File: src/rtl/lcrt_pkg.sv
package lcrt_pkg;

  // window and length sizes
  localparam int VALUE_BITS = 10;
  localparam int LEN_BITS   = VALUE_BITS + 1;
  localparam int DEPTH      = 1 << VALUE_BITS;

  // fixed widths of the channel fields
  localparam int IN_VALUE_W = 10;
  localparam int OUT_LEN_W  = 11;

  typedef logic [VALUE_BITS-1:0] val_t;
  typedef logic [LEN_BITS-1:0]   len_t;

  localparam val_t VAL_MAX = '1;

  // controller states
  typedef enum logic [2:0] {
    ST_IDLE,
    ST_CLEAR,
    ST_RD1,
    ST_RD2,
    ST_EVAL,
    ST_WR_LO,
    ST_WR_HI,
    ST_OUT
  } state_t;

  // table write source
  typedef enum logic [2:0] {
    WR_NONE,
    WR_CLR,
    WR_MID,
    WR_LO,
    WR_HI
  } wr_sel_t;

  // controller to datapath
  typedef struct packed {
    logic    load_in;
    logic    clr_init;
    logic    rd_right;
    logic    cap_left;
    logic    commit;
    wr_sel_t wr_sel;
    logic    out_load;
  } dp_cmd_t;

  // datapath to controller
  typedef struct packed {
    logic clr_last;
    logic dup;
  } dp_status_t;

endpackage

File: src/rtl/lcrt_ctrl.sv
module lcrt_ctrl (
  input  logic                   clk,
  input  logic                   rst_n,
  input  logic                   in_valid,
  input  logic                   in_restart,
  output logic                   in_ready,
  input  logic                   out_ready,
  output logic                   out_valid,
  input  lcrt_pkg::dp_status_t   status,
  output lcrt_pkg::dp_cmd_t      cmd
);
  import lcrt_pkg::*;

  state_t state_r, state_nxt;
  logic   pend_r, pend_nxt;
  logic   out_valid_r, out_valid_nxt;
  logic   accept;
  logic   out_free;

  assign accept   = in_valid && (state_r == ST_IDLE);
  assign out_free = !out_valid_r || out_ready;

  // next state
  always_comb begin
    state_nxt = state_r;
    unique case (state_r)
      ST_IDLE: begin
        if (accept) begin
          state_nxt = in_restart ? ST_CLEAR : ST_RD1;
        end
      end
      ST_CLEAR: begin
        if (status.clr_last) begin
          state_nxt = pend_r ? ST_RD1 : ST_IDLE;
        end
      end
      ST_RD1:   state_nxt = ST_RD2;
      ST_RD2:   state_nxt = ST_EVAL;
      ST_EVAL:  state_nxt = status.dup ? ST_OUT : ST_WR_LO;
      ST_WR_LO: state_nxt = ST_WR_HI;
      ST_WR_HI: state_nxt = ST_OUT;
      ST_OUT: begin
        if (out_free) begin
          state_nxt = ST_IDLE;
        end
      end
      default:  state_nxt = ST_IDLE;
    endcase
  end

  // datapath commands
  always_comb begin
    cmd          = '0;
    cmd.wr_sel   = WR_NONE;
    unique case (state_r)
      ST_IDLE: begin
        cmd.load_in  = accept;
        cmd.clr_init = accept && in_restart;
      end
      ST_CLEAR: cmd.wr_sel = WR_CLR;
      ST_RD1:   cmd.rd_right = 1'b0;
      ST_RD2: begin
        cmd.rd_right = 1'b1;
        cmd.cap_left = 1'b1;
      end
      ST_EVAL: begin
        cmd.commit = !status.dup;
        cmd.wr_sel = status.dup ? WR_NONE : WR_MID;
      end
      ST_WR_LO: cmd.wr_sel = WR_LO;
      ST_WR_HI: cmd.wr_sel = WR_HI;
      ST_OUT:   cmd.out_load = out_free;
      default:  cmd.wr_sel = WR_NONE;
    endcase
  end

  // pending item across a clearing sweep
  always_comb begin
    pend_nxt = pend_r;
    if (accept) begin
      pend_nxt = 1'b1;
    end else if (state_r == ST_OUT && out_free) begin
      pend_nxt = 1'b0;
    end
  end

  // result register valid
  always_comb begin
    out_valid_nxt = out_valid_r;
    if (out_valid_r && out_ready) begin
      out_valid_nxt = 1'b0;
    end
    if (cmd.out_load) begin
      out_valid_nxt = 1'b1;
    end
  end

  always_ff @(posedge clk) begin
    if (!rst_n) begin
      state_r     <= ST_CLEAR;
      pend_r      <= 1'b0;
      out_valid_r <= 1'b0;
    end else begin
      state_r     <= state_nxt;
      pend_r      <= pend_nxt;
      out_valid_r <= out_valid_nxt;
    end
  end

  assign in_ready  = (state_r == ST_IDLE);
  assign out_valid = out_valid_r;

endmodule

File: config.mk
export PLATFORM = sky130hd
export DESIGN_NAME = lcrt_ctrl
export DESIGN_NICKNAME = d
export VERILOG_FILES = /design/src/rtl/lcrt_pkg.sv /design/src/rtl/lcrt_ctrl.sv
export SDC_FILE = /design/constraint.sdc
export NUM_CORES = 1
export LEC_CHECK = 0
export BUFFER_PORTS_ARGS = -buffer_cell sky130_fd_sc_hd__buf_2
export CAP_MARGIN = 20
export CELL_PAD_IN_SITES_DETAIL_PLACEMENT = 0
export CELL_PAD_IN_SITES_GLOBAL_PLACEMENT = 1
export CORE_AREA = 2 2 39 41
export DETAILED_ROUTE_END_ITERATION = 6
export DIE_AREA = 0 0 41 43
export PLACE_DENSITY = 0.77
export SLEW_MARGIN = 0
export SYNTH_ARGS = -nofsm -noshare
export SYNTH_HDL_FRONTEND = slang
export SYNTH_SLANG_ARGS = --single-unit
File: constraint.sdc
create_clock -name clk -period 3.68 [get_ports clk]
set_input_delay 0.552 -clock clk [delete_from_list [all_inputs] [get_ports clk]]
set_output_delay 0.552 -clock clk [all_outputs]
set_load 0.02 [all_outputs]
; ---- Yosys cells after proc, flatten, opt, wreduce, memory -nomap -nowiden
; Cells that the tools add are included.
[totals]
reg_bits = 5
input_bits = 7
out_inout_bits = 11
elab_cells = 41
[classes]
n_eq_ne = 10
muxes = 17
reduce_logical = 11
[op_table]
columns = operator, n
row1 = $pmux W3 S8, 1
row2 = $eq A3 B3 Y1 const B, 4
row3 = $pmux W3 S4, 1
row4 = $mux W2, 5
row5 = $mux W3, 3
row6 = $mux W1, 7
row7 = $eq A3 B2 Y1 const B, 2
row8 = $logic_and A1 B1 Y1, 4
row9 = $ne A2 B2 Y1 const B, 2
row10 = $reduce_bool A2 Y1, 2
row11 = $eq A3 B1 Y1 const B, 1
row12 = $logic_not A3 Y1, 1
row13 = $reduce_and A3 Y1, 1
row14 = $logic_not A1 Y1, 2
row15 = $ne A2 B1 Y1 const B, 1
row16 = $logic_or A1 B1 Y1, 1

; ---- Depth between registers and ports, before layout
; Gate-level depths: netlist of run 1.
[logic_depth]
word_depth = 5
mapped_depth = 5

; ---- Least setup slack after synthesis of run 1
; Ideal clock, no wire load.
[synth_timing]
kind = input to output
startpoint = input status[0] in the netlist's numbering
endpoint = output cmd[4] in the netlist's numbering
arrival_ns = 1.291
required_time_ns = 3.128
slack_ns = 1.837
cell_stages = 1
path_buffers = 0
cell_sequence = nor4b_1
[synth_between]
elab_chain_cells = 2
[synth_rtl]
columns = item, line_no
row1 = start: declaration, lcrt_ctrl.sv:9  ; input lcrt_pkg::dp_status_t status,
row2 = $logic_not A1 Y1, lcrt_ctrl.sv:67  ; cmd.commit = !status.dup;
row3 = $mux W1, lcrt_ctrl.sv:55  ; unique case (state_r)
row4 = end: declaration, lcrt_ctrl.sv:10  ; output lcrt_pkg::dp_cmd_t cmd
; No other way between the ends.

==> impl_metrics.env, run 1 <==
export IMPL_status="complete, no violations"
export IMPL_avgSynthCellArea_um2=8.58
export IMPL_drt_iter0_markers=0
export IMPL_tns_ps=0
export IMPL_setup_violations=0
export IMPL_peakVddDrop_v=0.000221
export IMPL_dpl_instance_area_um2=404
export IMPL_clock_skew_ps=3.23
export IMPL_synth_edf_count=0
export IMPL_rows=14
export IMPL_clock_latency_ps=240
export IMPL_period_minus_slack_ps=1990
export IMPL_cts_made_buffers=3
export IMPL_wl_per_cell_um=10.2
export IMPL_postLayoutCellArea_um2=430
export IMPL_initial_core_util_pct=25.4
export IMPL_start_kind="flop"
export IMPL_synthArstFlopShare_pct=0
export IMPL_multiInputGateArea_um2=199
export IMPL_layout_common_cells="buf_2 (17), dfxtp_1 (5), nor2b_1 (4)"
export IMPL_synth_top_area_cell="dfxtp_1"
export IMPL_rsz0062_at_grt="false"
export IMPL_worst_slew_pin_slew_ps=400
export IMPL_antenna_found_initial=0
export IMPL_die_y_um=43
export IMPL_syn_num_nets=48
export IMPL_min_period_over_period_pct=54.0
export IMPL_cts_htree_levels=1
export IMPL_dieArea_mm2=0.00176
export IMPL_synth_yosys_warnings=0
export IMPL_coreArea_mm2=0.00138
export IMPL_ys_flop_type="dfxtp_1"
export IMPL_path_max_fanout=11
export IMPL_fill_cells=164
export IMPL_max_slew_margin_pct=73.3
export IMPL_crit_required_ps=3130
export IMPL_drv_slew=0
export IMPL_yosysUniqueCellTypes=21
export IMPL_dp_hpwl_um=525
export IMPL_hold_viol=0
export IMPL_ctsHoldBuffers=0
export IMPL_leakage_nw=0.196
export IMPL_grt_pass1_vias=269
export IMPL_regArea_um2=100
export IMPL_clock_sinks=5
export IMPL_setup_worst_path_class="flop to output port"
export IMPL_cts_clk_slew_worst_paths_ps=50
export IMPL_synth_seq_cells=5
export IMPL_syn_to_final_growth_pct=22.4
export IMPL_cts_resized=0
export IMPL_layout_nets=64
export IMPL_via_per_inst=4.58
export IMPL_drive_gt1_share_pct=42.9
export IMPL_slowest_stage="dfxtp_1"
export IMPL_route_vias_total=330
export IMPL_synthTopCellsByArea="dfxtp_1 (28%), buf_4 (8.5%), nor2b_1 (7.1%), buf_6 (6.4%), a2111oi_2 (4.3%)"
export IMPL_io_pin_count=18
export IMPL_ys_seq_area_share_pct=28.5
export IMPL_cts_root_buf="clkbuf_4"
export IMPL_postRouteAntennaNets=0
export IMPL_tritoncts="yes"
export IMPL_max_cap_violations=0
export IMPL_grt_pass1_wl_um=1190
export IMPL_max_freq_mhz=504
export IMPL_syn_area_um2=352
export IMPL_drc=0
export IMPL_cp_arrival_ps=1430
export IMPL_hold_class="primary input to flop"
export IMPL_endpoint_kind="output port"
export IMPL_fp_dieW_um=41
export IMPL_final_common_cell="buf_2"
export IMPL_synth_cells=41
export IMPL_p_total_uw=201
export IMPL_grt_max_degree=12
export IMPL_p_per_area_mw_per_mm2=468
export IMPL_slowest_delay_ps=550
export IMPL_grt_overflow=0
export IMPL_first_pass_iters=1
export IMPL_routabilityCongestion=0.696
export IMPL_wl_um=732
export IMPL_synth_top_area_share_pct=28.5
export IMPL_clockBufferDepth=2
export IMPL_post_cts_buffers=0
export IMPL_portBuffers=17
export IMPL_grt_use_total_pct=9.86
export IMPL_crit_chain="nand3_1 -> nor2b_1 -> buf_2"
export IMPL_diodes=0
==> per-layer routing <==
metal / share of wire [%] / global-route usage (%) / routed length [um]
met4: 0 / 2.00 / 0
met3: 12 / 7.33 / 86
met5: 0 / 0 / 0
met2: 43 / 13.4 / 314
met1: 45 / 12.3 / 331
==> report_power, final <==
group          leakage (nW)  total [mW]  internal [mW]  switching (mW)
clock network        0.0150      0.0639         0.0410          0.0229
logic                 0.140      0.0603         0.0276          0.0327
registers            0.0410      0.0773         0.0609          0.0164
total                 0.196       0.201          0.130          0.0720
==> final timing paths <==
kind	slack [ps]	startpoint	depth (start not counted)	endpoint
worst min register to register	590	pend_r$_SDFFE_PN0P_	2	pend_r$_SDFFE_PN0P_
worst max register to register	2240	state_r[2]$_SDFFE_PN0P_	4	state_r[1]$_SDFFE_PN0P_
worst max-delay path	1690	state_r[1]$_SDFFE_PN0P_	3	cmd[0]
worst min-delay path	530	rst_n	2	state_r[0]$_SDFFE_PN1P_
==> cells in the mapped netlist, types with 2 or more instances <==
cell type / number
nor2_1: 3
nor2b_1: 4
buf_6: 2
nor3b_1: 2
and2_1: 2
a21boi_0: 2
o21ai_0: 2
o21a_1: 2
nand2_1: 2
buf_4: 4
dfxtp_1: 5
a21oi_1: 2
==> cell type report <==
type | instances | area share [%]
clock buffer | 4 | 6.10
sequential | 5 | 23.3
tap | 16 | 4.65
multi-input combinational | 30 | 46.2
timing repair buffer | 17 | 19.8
==> state kept, by name, indices dropped and copies added (netlist names) <==
register   count
state_r        3
out_valid      1
pend_r         1
==> critical path, delay by kind of cell (launching register included) <==
family	cells	cell delay, ps
DFF	1	550
and+or+nand+nor	2	430
buffers and inverters	1	210
==> metrics by stage <==
| stage | std cells | util, % | hold slack, ps | setup WS (ps) |
|---|---|---|---|---|
| final | 72 | 31.1 | 529 | 1690 |
| after global placement | 68 | 29.2 | 586 | 1850 |
| after detailed placement | 68 | 29.2 | 583 | 1850 |
| after global routing | 72 | 31.1 | 545 | 1610 |
| after CTS | 72 | 31.1 | 528 | 1680 |
| after floorplan | 41 | - | 513 | 1840 |
==> cells by family after synthesis <==
family | synth area share [%]
flops | 28.5
simple gates | 36.3
compound gates | 20.3
buf+inv | 14.9
Power figures use the tool's default switching activity.
==> run 2, diff against run 1 <==
Settings changed: CORE_AREA 2 2 39 41 to default, CORE_MARGIN from default to 2, CORE_UTILIZATION from default to 26, DIE_AREA 0 0 41 43 to default, PLACE_DENSITY 0.77 to 0.79.
Clock period 3.68 ns to 1.65 ns, I/O delays scaled along.
==> run 2 against run 1 <==
Net effect:
- total power increased by 120%
- non-clock buffer count stayed put
- register-to-register slack worse by 1900 ps
- clock skew increased by 1.3 ps
- first-iteration DRC count is 2 higher
- clock power grew 120%
- worst hold slack worse by 300 ps
- final area rose by 1.2%
- final cell count down 1.4%
- worst setup slack got worse by 1500 ps
- largest power group unchanged
==> impl_metrics.env, run 2 (synthesized netlist as in run 1, its figures left out) <==
export IMPL_combPwrFrac_pct=30.3
export IMPL_cts_htree_levels=1
export IMPL_multiInputGateArea_um2=201
export IMPL_max_slew_margin_pct=82.4
export IMPL_p_total_uw=449
export IMPL_drc=0
export IMPL_p_seq_share_pct=38.6
export IMPL_grt_pass1_wl_um=910
export IMPL_setup_violations=0
export IMPL_drt_iter0_markers=2
export IMPL_post_cts_buffers=0
export IMPL_p_per_area_mw_per_mm2=1030
export IMPL_worst_slew_pin_slew_ps=264
export IMPL_cts_clk_slew_worst_paths_ps=50
export IMPL_status="complete, no violations"
export IMPL_clock_latency_ps=240
export IMPL_p_int_uw=292
export IMPL_hold_class="primary input to flop"
export IMPL_slowest_stage="dfxtp_2"
export IMPL_setup_worst_path_class="flop to output port"
export IMPL_dieArea_mm2=0.00166
export IMPL_coreArea_mm2=0.00128
export IMPL_wl_um=688
export IMPL_antenna_found_initial=0
export IMPL_io_pin_count=18
export IMPL_slowest_delay_ps=370
export IMPL_crit_chain="nor3_2 -> and2_1 -> buf_2"
export IMPL_initial_core_util_pct=27.4
export IMPL_postRouteAntennaNets=0
export IMPL_rows=13
export IMPL_path_max_fanout=11
export IMPL_clock_skew_ps=4.49
export IMPL_max_freq_mhz=679
export IMPL_grt_overflow=0
export IMPL_cts_made_buffers=3
export IMPL_syn_to_final_growth_pct=23.8
export IMPL_clock_sinks=5
export IMPL_regArea_um2=104
export IMPL_period_minus_slack_ps=1470
export IMPL_fill_cells=142
export IMPL_drv_slew=0
export IMPL_grt_use_total_pct=8.44
export IMPL_fp_dieW_um=40.8
export IMPL_cts_root_buf="clkbuf_4"
export IMPL_route_vias_total=328
export IMPL_grt_pass1_vias=228
export IMPL_regMostFlops="state_r"
export IMPL_via_per_inst=4.62
export IMPL_hold_viol=0
export IMPL_largest_register_ffs=3
export IMPL_wl_per_cell_um=9.69
export IMPL_routabilityCongestion=0.675
export IMPL_peakVddDrop_v=0.000292
export IMPL_grt_max_degree=12
export IMPL_start_kind="flop"
export IMPL_tns_ps=0
export IMPL_die_y_um=40.8
export IMPL_cp_arrival_ps=1230
export IMPL_layout_common_cells="buf_2 (17), nor2_1 (3), nor2b_1 (3), clkbuf_4 (3), dfxtp_2 (3)"
export IMPL_endpoint_kind="output port"
export IMPL_swShare_pct=35.0
export IMPL_diodes=0
export IMPL_rsz0062_at_grt="false"
export IMPL_clockBufferDepth=2
export IMPL_tritoncts="yes"
export IMPL_first_pass_iters=3
export IMPL_leakage_nw=0.198
export IMPL_max_cap_violations=0
export IMPL_portBuffers=17
export IMPL_min_period_over_period_pct=89.3
export IMPL_layout_nets=64
export IMPL_pwr_share_clk_pct=31.0
export IMPL_crit_required_ps=1400
export IMPL_drive_gt1_share_pct=50.0
export IMPL_final_common_cell="buf_2"
export IMPL_switchingPower_uw=157
[run 2: cell counts in the layout (fill, tap and decap cells not counted)]
Identical to the previous run, type by type.
[run 2: final timing paths]
path,start,end,slack [ps],cells past startpoint
setup reg to reg,state_r[2]$_SDFFE_PN0P_,state_r[1]$_SDFFE_PN0P_,390,4
hold / removal,rst_n,state_r[0]$_SDFFE_PN1P_,230,2
setup / recovery,state_r[0]$_SDFFE_PN1P_,cmd[8],180,3
hold reg to reg,pend_r$_SDFFE_PN0P_,pend_r$_SDFFE_PN0P_,600,2
[run 2: timing repair]
| item | 4_1_cts | 5_1_grt |
|---|---|---|
| endpoints found under the setup margin | 1 | 1 |
| pin swaps | 0 | 0 |
| gates resized for setup | 2 | 2 |
| hold buffers | 0 | 0 |
[run 2: routing by layer]
metal / routed length, um / part of all wire, % / up-vias / GRT usage (%)
li1: - / - / 172 / -
met1: 327 / 48 / 144 / 10.4
met2: 323 / 47 / 12 / 12.3
met3: 38 / 5.5 / 0 / 3.26
met4: 0 / 0 / 0 / 5.00
met5: 0 / 0 / - / 0
[run 2: critical path, delay by kind of cell, from the launching register on]
kind	cells	cell delay, ps
AND/OR/NAND/NOR	2	440
flip-flops	1	370
buffers and inverters	1	170
[run 2: metrics by stage]
stage / setup WS [ps] / cell area, um^2 / std cells / util (%) / hold slack, ps
2_1_floorplan: 182 / 352 / 41 / - / 324
3_3_place_gp: 254 / 403 / 67 / 31.4 / 470
3_5_place_dp: 261 / 403 / 67 / 31.4 / 475
4_1_cts: 13.4 / 432 / 71 / 33.6 / 226
5_1_grt: 61.9 / 435 / 71 / 33.9 / 230
6_report: 177 / 435 / 71 / 33.9 / 229
[run 2: power groups by stage]
| stage | logic, mW | registers [mW] | clock network [mW] |
|---|---|---|---|
| 3_5_place_dp | 0.136 | 0.172 | 0 |
| 6_report | 0.136 | 0.174 | 0.139 |
| 2_1_floorplan | 0.146 | 0.145 | 0 |
| 4_1_cts | 0.136 | 0.172 | 0.142 |
| 5_1_grt | 0.149 | 0.177 | 0.155 |
| 3_3_place_gp | 0.136 | 0.172 | 0 |
[run 2: layout make-up]
cell class | count | share of cell area (%)
Clock buffer | 4 | 6.03
Multi-Input combinational cell | 30 | 46.3
Sequential cell | 5 | 23.9
Tap cell | 15 | 4.31
Timing Repair Buffer | 17 | 19.5
==> run 3, diff against run 2 <==
Settings changed: ABC_AREA from default to 1, CORE_UTILIZATION 26 to 27, PLACE_DENSITY 0.79 to 0.82.
Clock period 1.65 ns to 1.5 ns, I/O delays scaled along.
==> run 3 against run 2 <==
Net effect:
- final area is 10% higher
- worst hold slack worse by 11 ps
- clock skew is 4.1 ps higher
- critical path depth is 3 higher
- critical path type unchanged
- worst setup slack worse by 68 ps
- register-to-register slack better by 70 ps
- final cell count is 31% higher
==> impl_metrics.env, run 3 <==
export IMPL_place_inst=89
export IMPL_yosysUniqueCellTypes=13
export IMPL_antenna_found_initial=0
export IMPL_synth_top_area_share_pct=27.5
export IMPL_syn_num_nets=67
export IMPL_regMostFlops="state_r"
export IMPL_r2r_setup_slack_ps=460
export IMPL_hold_class="primary input to flop"
export IMPL_layout_common_cells="buf_2 (17), inv_1 (12), nand2_1 (10)"
export IMPL_synthTopCellsByArea="dfxtp_1 (27%), inv_1 (12%), nand2_1 (10%), nor2_2 (10%), nand2_2 (8.6%)"
export IMPL_routabilityCongestion=0.752
export IMPL_min_period_over_period_pct=92.8
export IMPL_endpoint="cmd[7]"
export IMPL_synth_commonest_cells="inv_1 (12), nand2_1 (10), nor2_1 (7)"
export IMPL_clock_skew_ps=8.61
export IMPL_setup_violations=0
export IMPL_synth_most_common_cell="inv_1"
export IMPL_combPwrFrac_pct=46.2
export IMPL_synth_top_area_cell="dfxtp_1"
export IMPL_stdcell_count=93
export IMPL_start_kind="flop"
export IMPL_drt_iter0_markers=3
export IMPL_fp_dieW_um=40.7
export IMPL_io_pin_count=18
export IMPL_synth_adder_area_share_pct=0
export IMPL_drc=0
export IMPL_rsz0062_at_grt="false"
export IMPL_setup_worst_path_class="flop to output port"
export IMPL_clock_sinks=5
export IMPL_via_per_inst=4.19
export IMPL_ctsHoldBuffers=0
export IMPL_layout_nets=86
export IMPL_synth_compound_area_share_pct=9.97
export IMPL_synthArstFlopShare_pct=0
export IMPL_synth_top_family_by_area="simple AND/OR/NAND/NOR gates"
export IMPL_setup_slack_ps=109
export IMPL_post_cts_buffers=0
export IMPL_synth_cells=60
export IMPL_coreArea_mm2=0.00128
export IMPL_clockBufferDepth=2
export IMPL_grt_use_total_pct=11.4
export IMPL_crit_path_start="state_r[1]$_SDFFE_PN0P_"
export IMPL_synth_xor_area_share_pct=0
export IMPL_syn_area_um2=364
export IMPL_cts_made_buffers=3
export IMPL_rr_worst_depth=9
export IMPL_synth_seq_cells=5
export IMPL_syn_to_final_growth_pct=32.0
export IMPL_max_slew_margin_pct=85.5
export IMPL_route_vias_total=390
export IMPL_pwr_share_clk_pct=23.4
export IMPL_grt_max_degree=8
export IMPL_dp_hpwl_um=632
export IMPL_reg2reg_from="state_r[1]$_SDFFE_PN0P_"
export IMPL_max_cap_violations=0
export IMPL_wl_um=752
export IMPL_endpoint_kind="output port"
export IMPL_tns_ps=0
export IMPL_pre_cts_ws_ps=266
export IMPL_hold_viol=0
export IMPL_grt_pass1_wl_um=1200
export IMPL_timing_rr_end="state_r[1]$_SDFFE_PN0P_"
export IMPL_period_minus_slack_ps=1390
export IMPL_synth_yosys_warnings=0
export IMPL_die_y_um=40.7
export IMPL_largest_register_ffs=3
export IMPL_p_int_uw=379
export IMPL_wl_per_cell_um=8.09
export IMPL_rows=13
export IMPL_grt_pass1_vias=310
export IMPL_final_common_cell="buf_2"
export IMPL_path_max_fanout=7
export IMPL_swShare_pct=44.7
export IMPL_cts_clk_slew_worst_paths_ps=50
export IMPL_synth_mux_area_share_pct=0
export IMPL_switchingPower_uw=306
export IMPL_diodes=0
export IMPL_max_freq_mhz=719
export IMPL_synth_simple_area_share_pct=41.9
export IMPL_p_per_area_mw_per_mm2=1430
export IMPL_leakage_nw=0.295
export IMPL_postRouteAntennaNets=0
export IMPL_p_seq_share_pct=30.5
export IMPL_drv_slew=0
export IMPL_synth_edf_count=0
export IMPL_ys_flop_type="dfxtp_1"
export IMPL_ys_seq_area_share_pct=27.5
export IMPL_crit_required_ps=1270
export IMPL_tritoncts="yes"
export IMPL_grt_overflow=0
export IMPL_status="complete, no violations"
export IMPL_avgSynthCellArea_um2=6.07
export IMPL_initial_core_util_pct=28.3
export IMPL_portBuffers=17
export IMPL_first_pass_iters=4
export IMPL_cp_arrival_ps=1170
export IMPL_cts_root_buf="clkbuf_4"
export IMPL_peakVddDrop_v=0.000598
export IMPL_drive_gt1_share_pct=46.2
export IMPL_dieArea_mm2=0.00166
export IMPL_worst_slew_pin_slew_ps=215
export IMPL_p_total_uw=685
export IMPL_cts_htree_levels=1
export IMPL_clock_latency_ps=240
==> run 3: per-layer routing <==
layer / wire length [um] / part of all wire, % / global-route usage, %
met2: 385 / 51 / 18.7
met5: 0 / 0 / 0
met3: 40 / 5.3 / 1.63
met4: 8 / 1.1 / 10.0
met1: 318 / 42 / 12.7
==> run 3: power by group through the flow <==
stage                     combinational [mW]  clock (mW)  sequential [mW]
after floorplan                        0.254           0            0.194
after global placement                 0.318           0            0.200
after detailed placement               0.317           0            0.201
after CTS                              0.318       0.161            0.199
after global routing                   0.363       0.170            0.215
final                                  0.316       0.160            0.209
==> run 3: layout make-up <==
type	instances	area (um^2)
repair buffers	17	85.1
inverters	14	52.6
multi-input cells	38	194
fillers	147	805
flip-flops and latches	5	104
clock buffers	4	26.3
well taps	15	18.8
==> run 3: worst min-delay path by stage <==
stage	start	cells past startpoint	slack (ps)	endpoint
2_1_floorplan	rst_n	2	360	state_r[1]$_SDFFE_PN0P_
3_3_place_gp	rst_n	3	480	state_r[1]$_SDFFE_PN0P_
3_5_place_dp	rst_n	3	480	state_r[1]$_SDFFE_PN0P_
4_1_cts	rst_n	3	230	state_r[1]$_SDFFE_PN0P_
5_1_grt	rst_n	3	220	state_r[1]$_SDFFE_PN0P_
6_report	rst_n	3	220	state_r[1]$_SDFFE_PN0P_
==> run 3: metrics by stage <==
stage / hold slack [ps] / area [um^2] / util (%)
after CTS: 226 / 472 / 36.7
after detailed placement: 479 / 445 / 34.7
after global placement: 478 / 445 / 34.7
after global routing: 221 / 480 / 37.4
after floorplan: 360 / 364 / -
final: 218 / 480 / 37.4
==> run 3: cell families after synthesis <==
| logic type | after synthesis |
|---|---|
| and+or+nand+nor | 32 |
| buffers and inverters | 17 |
| AOI/OAI and AO/OA | 6 |
| DFF | 5 |
==> run 3: timing repair <==
item,4_1_cts,5_1_grt
pin swaps,1,0
endpoints found under the setup margin,1,3
resized for setup,0,4
==> run 3: worst max-delay path: stages, from the launching register on <==
cell     delay [ps]
dfxtp_2         360
nor2_4          120
nand2_2         100
inv_2            70
nand2_2          40
nor2_1           70
buf_2           160
